### src/sv/dtq_pkg.sv
`timescale 1ns / 1ps

package dtq_pkg;

  localparam int unsigned POS_W   = 32;
  localparam int unsigned DELTA_W = 28;
  localparam int unsigned GRID_W  = 16;
  localparam int unsigned GROUP_W = 7;

  localparam logic [GRID_W-1:0]  GRID_RESET = 16'd120;
  localparam logic [6:0]         GROUP_MASK = 7'h7F;
  localparam logic [7:0]         CONT_BIT   = 8'h80;
  localparam logic [7:0]         BYTE_MASK  = 8'hFF;
  localparam logic [DELTA_W-1:0] DELTA_MAX  = 28'hFFF_FFFF;

  typedef enum logic [1:0] {
    ST_IDLE,
    ST_DIV,
    ST_ROUND,
    ST_EMIT
  } state_t;

  // one vlq byte: group idx of the delta, continuation bit unless idx is zero
  function automatic logic [7:0] vlq_byte(input logic [DELTA_W-1:0] delta,
                                          input logic [1:0] idx);
    logic [GROUP_W-1:0] grp;
    logic [7:0] b;
    case (idx)
      2'd3:    grp = delta[27:21] & GROUP_MASK;
      2'd2:    grp = delta[20:14] & GROUP_MASK;
      2'd1:    grp = delta[13:7] & GROUP_MASK;
      default: grp = delta[6:0] & GROUP_MASK;
    endcase
    b = {1'b0, grp};
    if (idx != 2'd0) begin
      b = b | CONT_BIT;
    end
    return b & BYTE_MASK;
  endfunction

  // index of the most significant nonzero group (0 for a delta below 128)
  function automatic logic [1:0] top_group(input logic [DELTA_W-1:0] delta);
    logic [1:0] idx;
    if (delta[27:21] != 7'd0) begin
      idx = 2'd3;
    end else if (delta[20:14] != 7'd0) begin
      idx = 2'd2;
    end else if (delta[13:7] != 7'd0) begin
      idx = 2'd1;
    end else begin
      idx = 2'd0;
    end
    return idx;
  endfunction

endpackage

### src/sv/delta_time_quantizer_vlq_top.sv
`timescale 1ns / 1ps
// sequence: accept, 32 steps of one-bit restoring remainder, one rounding step, then
//   the first byte is on the output
// a new event is taken only once the last byte of the previous one is out; the
//   32-step remainder loop runs through one 17-bit subtractor
// reset (synchronous, rst_n low): positions cleared, grid base back to 120, idle
module delta_time_quantizer_vlq_top (
  input  logic                          clk,
  input  logic                          rst_n,
  // configuration write channel
  input  logic                          cfg_valid,
  output logic                          cfg_ready,
  input  logic [dtq_pkg::GRID_W-1:0]    cfg_grid_base,
  // input channel
  input  logic                          in_valid,
  output logic                          in_stall,
  input  logic [dtq_pkg::DELTA_W-1:0]   in_raw_delta,
  // result channel
  output logic                          out_valid,
  input  logic                          out_stall,
  output logic [7:0]                    out_vlq_byte,
  output logic                          out_is_last,
  output logic [dtq_pkg::DELTA_W-1:0]   out_quantized_delta
);

  dtq_pkg::state_t state_r, state_nxt;

  logic [dtq_pkg::GRID_W-1:0]  grid_base_r;
  logic [dtq_pkg::POS_W-1:0]   raw_pos_r, raw_pos_nxt;
  logic [dtq_pkg::POS_W-1:0]   q_pos_r, q_pos_nxt;
  logic [dtq_pkg::POS_W-1:0]   div_sh_r, div_sh_nxt;     // dividend bits still to shift in
  logic [dtq_pkg::GRID_W-1:0]  rem_r, rem_nxt;
  logic [4:0]                  bit_cnt_r, bit_cnt_nxt;
  logic [dtq_pkg::DELTA_W-1:0] delta_r, delta_nxt;
  logic [1:0]                  grp_idx_r, grp_idx_nxt;   // group now on the output
  logic                        out_valid_r, out_valid_nxt;
  logic [7:0]                  out_byte_r, out_byte_nxt;
  logic                        out_last_r, out_last_nxt;

  // shared datapath signals
  logic [dtq_pkg::GRID_W-1:0]  base_eff;
  logic [dtq_pkg::GRID_W:0]    rem_shift;
  logic                        rem_ge;
  logic                        round_up;
  logic [dtq_pkg::POS_W-1:0]   q_new;
  logic [dtq_pkg::POS_W-1:0]   delta_full;
  logic [dtq_pkg::DELTA_W-1:0] delta_sat;
  logic                        in_xfer;
  logic                        out_xfer;

  // a zero grid behaves as a grid of one tick
  assign base_eff = (grid_base_r == '0) ? dtq_pkg::GRID_W'(1) : grid_base_r;

  assign in_xfer  = in_valid && !in_stall;
  assign out_xfer = out_valid_r && !out_stall;

  // remainder step: shift in the next dividend bit, subtract the grid if it fits
  assign rem_shift = {rem_r, div_sh_r[dtq_pkg::POS_W-1]};
  assign rem_ge    = rem_shift >= {1'b0, base_eff};

  // nearest grid point, ties up; raw - rem is the grid point below, no multiply needed
  assign round_up   = {rem_r, 1'b0} >= {1'b0, base_eff};
  assign q_new      = raw_pos_r - dtq_pkg::POS_W'(rem_r)
                      + (round_up ? dtq_pkg::POS_W'(base_eff) : '0);
  assign delta_full = q_new - q_pos_r;
  assign delta_sat  = (delta_full[dtq_pkg::POS_W-1:dtq_pkg::DELTA_W] != '0) ?
                      dtq_pkg::DELTA_MAX : delta_full[dtq_pkg::DELTA_W-1:0];

  always_ff @(posedge clk) begin
    if (!rst_n) begin
      state_r     <= dtq_pkg::ST_IDLE;
      grid_base_r <= dtq_pkg::GRID_RESET;
      raw_pos_r   <= '0;
      q_pos_r     <= '0;
      out_valid_r <= 1'b0;
    end else begin
      state_r     <= state_nxt;
      raw_pos_r   <= raw_pos_nxt;
      q_pos_r     <= q_pos_nxt;
      out_valid_r <= out_valid_nxt;
      if (cfg_valid && cfg_ready) begin
        grid_base_r <= cfg_grid_base;
      end
    end
  end

  // datapath registers, no reset needed
  always_ff @(posedge clk) begin
    div_sh_r   <= div_sh_nxt;
    rem_r      <= rem_nxt;
    bit_cnt_r  <= bit_cnt_nxt;
    delta_r    <= delta_nxt;
    grp_idx_r  <= grp_idx_nxt;
    out_byte_r <= out_byte_nxt;
    out_last_r <= out_last_nxt;
  end

  always_comb begin
    state_nxt     = state_r;
    raw_pos_nxt   = raw_pos_r;
    q_pos_nxt     = q_pos_r;
    div_sh_nxt    = div_sh_r;
    rem_nxt       = rem_r;
    bit_cnt_nxt   = bit_cnt_r;
    delta_nxt     = delta_r;
    grp_idx_nxt   = grp_idx_r;
    out_valid_nxt = out_valid_r;
    out_byte_nxt  = out_byte_r;
    out_last_nxt  = out_last_r;

    unique case (state_r)
      dtq_pkg::ST_IDLE: begin
        if (in_xfer) begin
          // running position wraps mod 2^32
          raw_pos_nxt = raw_pos_r + dtq_pkg::POS_W'(in_raw_delta);
          div_sh_nxt  = raw_pos_r + dtq_pkg::POS_W'(in_raw_delta);
          rem_nxt     = '0;
          bit_cnt_nxt = '1;
          state_nxt   = dtq_pkg::ST_DIV;
        end
      end
      dtq_pkg::ST_DIV: begin
        rem_nxt    = rem_ge ? dtq_pkg::GRID_W'(rem_shift - {1'b0, base_eff})
                            : rem_shift[dtq_pkg::GRID_W-1:0];
        div_sh_nxt = {div_sh_r[dtq_pkg::POS_W-2:0], 1'b0};
        bit_cnt_nxt = bit_cnt_r - 5'd1;
        if (bit_cnt_r == '0) begin
          state_nxt = dtq_pkg::ST_ROUND;
        end
      end
      dtq_pkg::ST_ROUND: begin
        // quantized position keeps the unsaturated value
        q_pos_nxt     = q_new;
        delta_nxt     = delta_sat;
        grp_idx_nxt   = dtq_pkg::top_group(delta_sat);
        out_byte_nxt  = dtq_pkg::vlq_byte(delta_sat, dtq_pkg::top_group(delta_sat));
        out_last_nxt  = dtq_pkg::top_group(delta_sat) == 2'd0;
        out_valid_nxt = 1'b1;
        state_nxt     = dtq_pkg::ST_EMIT;
      end
      dtq_pkg::ST_EMIT: begin
        if (out_xfer) begin
          if (out_last_r) begin
            out_valid_nxt = 1'b0;
            state_nxt     = dtq_pkg::ST_IDLE;
          end else begin
            // next lower group
            grp_idx_nxt  = grp_idx_r - 2'd1;
            out_byte_nxt = dtq_pkg::vlq_byte(delta_r, grp_idx_r - 2'd1);
            out_last_nxt = (grp_idx_r - 2'd1) == 2'd0;
          end
        end
      end
      default: begin
        state_nxt = dtq_pkg::ST_IDLE;
      end
    endcase
  end

  assign cfg_ready           = 1'b1;
  assign in_stall            = state_r != dtq_pkg::ST_IDLE;
  assign out_valid           = out_valid_r;
  assign out_vlq_byte        = out_byte_r;
  assign out_is_last         = out_last_r;
  assign out_quantized_delta = delta_r;

  // no input transfer while a byte is pending
  a_busy_while_out: assert property (@(posedge clk) disable iff (!rst_n)
    out_valid |-> in_stall)
    else $error("input accepted while a result is pending");

  // continuation bit agrees with the last flag
  a_cont_bit: assert property (@(posedge clk) disable iff (!rst_n)
    out_valid |-> (out_vlq_byte[7] == !out_is_last))
    else $error("continuation bit does not match last flag");

  // after the last byte the block is idle again
  a_last_ends: assert property (@(posedge clk) disable iff (!rst_n)
    (out_valid && !out_stall && out_is_last) |=> (!out_valid && !in_stall))
    else $error("event did not finish after its last byte");

  // a non-final byte is followed by another byte of the same event
  a_more_bytes: assert property (@(posedge clk) disable iff (!rst_n)
    (out_valid && !out_stall && !out_is_last) |=>
      (out_valid && $stable(out_quantized_delta)))
    else $error("event ended before its last byte");

endmodule

### config.mk
export PLATFORM = sky130hd
export DESIGN_NAME = delta_time_quantizer_vlq_top
export DESIGN_NICKNAME = d
export VERILOG_FILES = /design/src/sv/dtq_pkg.sv /design/src/sv/delta_time_quantizer_vlq_top.sv
export SDC_FILE = /design/constraint.sdc
export NUM_CORES = 1
export LEC_CHECK = 0
export BUFFER_PORTS_ARGS = -buffer_cell sky130_fd_sc_hd__buf_2
export CAP_MARGIN = 20
export CORE_MARGIN = 3
export CORE_UTILIZATION = 50
export CTS_CLUSTER_SIZE = 30
export DETAILED_ROUTE_END_ITERATION = 8
export GPL_ROUTABILITY_DRIVEN = 0
export HOLD_SLACK_MARGIN = 0.05
export PLACE_DENSITY = 0.68
export SYNTH_ARGS = -nofsm -noshare
export SYNTH_HDL_FRONTEND = slang
export SYNTH_SLANG_ARGS = --single-unit
### constraint.sdc
create_clock -name clk -period 10.9 [get_ports clk]
set_input_delay 1.09 -clock clk [delete_from_list [all_inputs] [get_ports clk]]
set_output_delay 1.09 -clock clk [all_outputs]
set_load 0.02 [all_outputs]
==> run metrics <==
top-count cell post-synth nor2_1; Worst path top cell family by delay compound AO/OA/AOI/OAI gates; CTS root buf clkbuf_16; CP Buf/Inv Count 2; CP max-delay cell nor4_4; status completed; clock latency at the later pin of the worst-skew pair 0.43 ns; global-route wire length before repair 53,560 um; Top-Level Pins 89; Ys Warns 0; htree depth 4; RSZ-0062 raised after global routing false; routed wire length 32,800 um; die span in y 169.7 um; ys flop type edfxtp_1; critical path launch point type flip-flop; leading area contributor after synthesis edfxtp_1; Post-CTS Hold Fix Bufs 0; Synth Cell Area 13,390 um^2; Fillers 2,442; die extent in x 169.7 um; PortBufs 87; skew final 0.01208 ns; CTS tree yes; vias in the first global route 10,737; DP HPWL 25,170 um; Post-synth EDFFs 92; most frequent CP cell a21oi_1; measured slew at the worst slew-check pin 0.9664 ns; overall routing resource usage 22.68%; post-synth top area share 20.63%; post-cts sizing count 0; Syn Inst Count 1,556; fin. max-slew vios 0; Final min period 9.375 ns; pin count of the biggest net entering global routing 77; Tcrit/Tclk final 86.01%; die area 28,780 um^2; row cnt 59; async set-reset flop share out of synthesis 0%; # nets final 1,810; clk slew on worst S/H paths 0.07 ns; CTS Buffer Depth 2; f_max 106.7 MHz; post-synthesis cell type count 80; Crit Path Class reg2reg; Hold Path Class reg2reg; Layout Cells excl Fill 1,972; worst rel slew slack 35.42%; clock sink count 175; Final setup viols 0; final core occ 56.07%; Seq cells post-synth 175; Initial Utilization 51.10%; Iteration-0 DRC Markers 716; CORE AREA 26,210 um^2; total gr overflow 0; Num CTS Buffers 17; wire length per cell 16.63 um; Worst Setup End Kind flip-flop; CP Data Required Time 11.04 ns; Initial DRT Pass Iterations 5; Syn Area/Cell 8.606 um^2; layout cells sized above 1 9.407%; top cells by area, synth edfxtp_1 21%, dfxtp_1 12%, ha_1 11%; placed instance count 1,940; Worst EP arrival 9.51 ns; Vias/cell 5.715; top cells by count, synth 172 x nor2_1, 149 x inv_1, 143 x nand2_1; Antenna Nets Post-Route 0; diodes inserted 0; slowest stage delay, CP 0.81 ns; Post-CTS Setup Bufs 0; Total Neg Setup Slack 0 ns; syn nets 1,742; final hold viol count 0; DR DRC count 0; sequential fraction of the synthesis area 33.04%; routed vias 11,270; area growth from synthesis to layout 9.726%; Critical Path Fanout Max 18; initial antenna violation count 0; Max Cap Viol 0
## worst min-delay path: stages (launching register included)
cell and delay, ns:
dfxtp_1 0.33, mux2i_1 0.06, nor2_1 0.07
## through the flow
stage	hold WS, ns	setup slack, ns	cell area (um^2)
floorplan	0.4519	2.866	13390
global placement	0.4718	1.769	14150
detailed placement	0.4793	1.667	14150
CTS	0.4982	1.619	14690
global route	0.5173	0.6814	14690
finish	0.4928	1.525	14690
## cell usage in the layout, fill, tap and decap left out, types with 7 or more instances in the layout
| master | count |
|---|---|
| nor2_1 | 172 |
| clkbuf_16 | 17 |
| buf_2 | 87 |
| o21ai_0 | 96 |
| and2_1 | 14 |
| dfxtp_1 | 83 |
| ha_1 | 116 |
| a21oi_1 | 109 |
| or3_1 | 8 |
| a31oi_1 | 10 |
| a211oi_1 | 14 |
| xnor2_1 | 49 |
| nand4_1 | 14 |
| buf_4 | 10 |
| a222oi_1 | 7 |
| nor2b_1 | 15 |
| mux2i_1 | 54 |
| a21o_1 | 40 |
| nand2_1 | 143 |
| nand2b_1 | 22 |
| and3_1 | 16 |
| nor3_1 | 23 |
| a21boi_0 | 12 |
| o21bai_1 | 10 |
| o21a_1 | 13 |
| fa_1 | 19 |
| edfxtp_1 | 92 |
| o31ai_1 | 7 |
| nand3_1 | 21 |
| xor2_1 | 45 |
| inv_1 | 148 |
| o211ai_1 | 14 |
## cell type report
class | count | area (um^2) | area share [%]
multi-input combinational | 1183 | 8229 | 56.00
clock buffer | 17 | 425.4 | 2.895
timing repair buffer | 97 | 510.5 | 3.474
inverter | 150 | 563.0 | 3.832
tap | 335 | 419.2 | 2.853
clock inverter | 15 | 122.6 | 0.8345
sequential | 175 | 4424 | 30.11
## metal layers
metal | global-route usage (%) | vias to the layer above | wire length, um
met5 | 0 | - | 0
met4 | 7.255 | 0 | 744
met3 | 3.308 | 50 | 1634
met2 | 37.61 | 301 | 15010
met1 | 30.66 | 5255 | 15420
li1 | - | 5664 | -
## state kept, by name, summed over array words and instances (netlist names)
signal               cells
grid_base_r             16
q_pos_r                 32
out_valid                1
out_is_last              1
grp_idx_r                2
bit_cnt_r                5
rem_r                   16
out_vlq_byte             8
state_r                  2
div_sh_r                32
raw_pos_r               32
out_quantized_delta     28
## worst paths after layout
| path | start | to | slack, ns | depth (start not counted) |
|---|---|---|---|---|
| setup reg to reg | rem_r[1]$_SDFFCE_PN0P_ | out_vlq_byte[0]$_DFFE_PP_ | 1.52 | 36 |
| hold / removal | q_pos_r[17]$_SDFFE_PN0P_ | q_pos_r[17]$_SDFFE_PN0P_ | 0.49 | 2 |
| hold reg to reg | q_pos_r[17]$_SDFFE_PN0P_ | q_pos_r[17]$_SDFFE_PN0P_ | 0.49 | 2 |
| setup / recovery | rem_r[1]$_SDFFCE_PN0P_ | out_vlq_byte[0]$_DFFE_PP_ | 1.52 | 36 |
## cells by family (layout without fill, tap and decap cells)
group / after synthesis / after routing / synth area share [%]
other: 1 / 1 / 0.02800
and+or+nand+nor: 487 / 487 / 16.99
DFF: 175 / 175 / 33.04
muxes: 60 / 60 / 4.541
xor gates and xnor gates: 95 / 95 / 6.325
adders and majority gates: 137 / 137 / 13.87
buffers and inverters: 198 / 279 / 5.634
AOI/OAI and AO/OA: 403 / 403 / 19.58
Power is left out: the tool's default activity adds up to more than one toggle a clock period on the data nets, which glitch-free logic cannot reach.
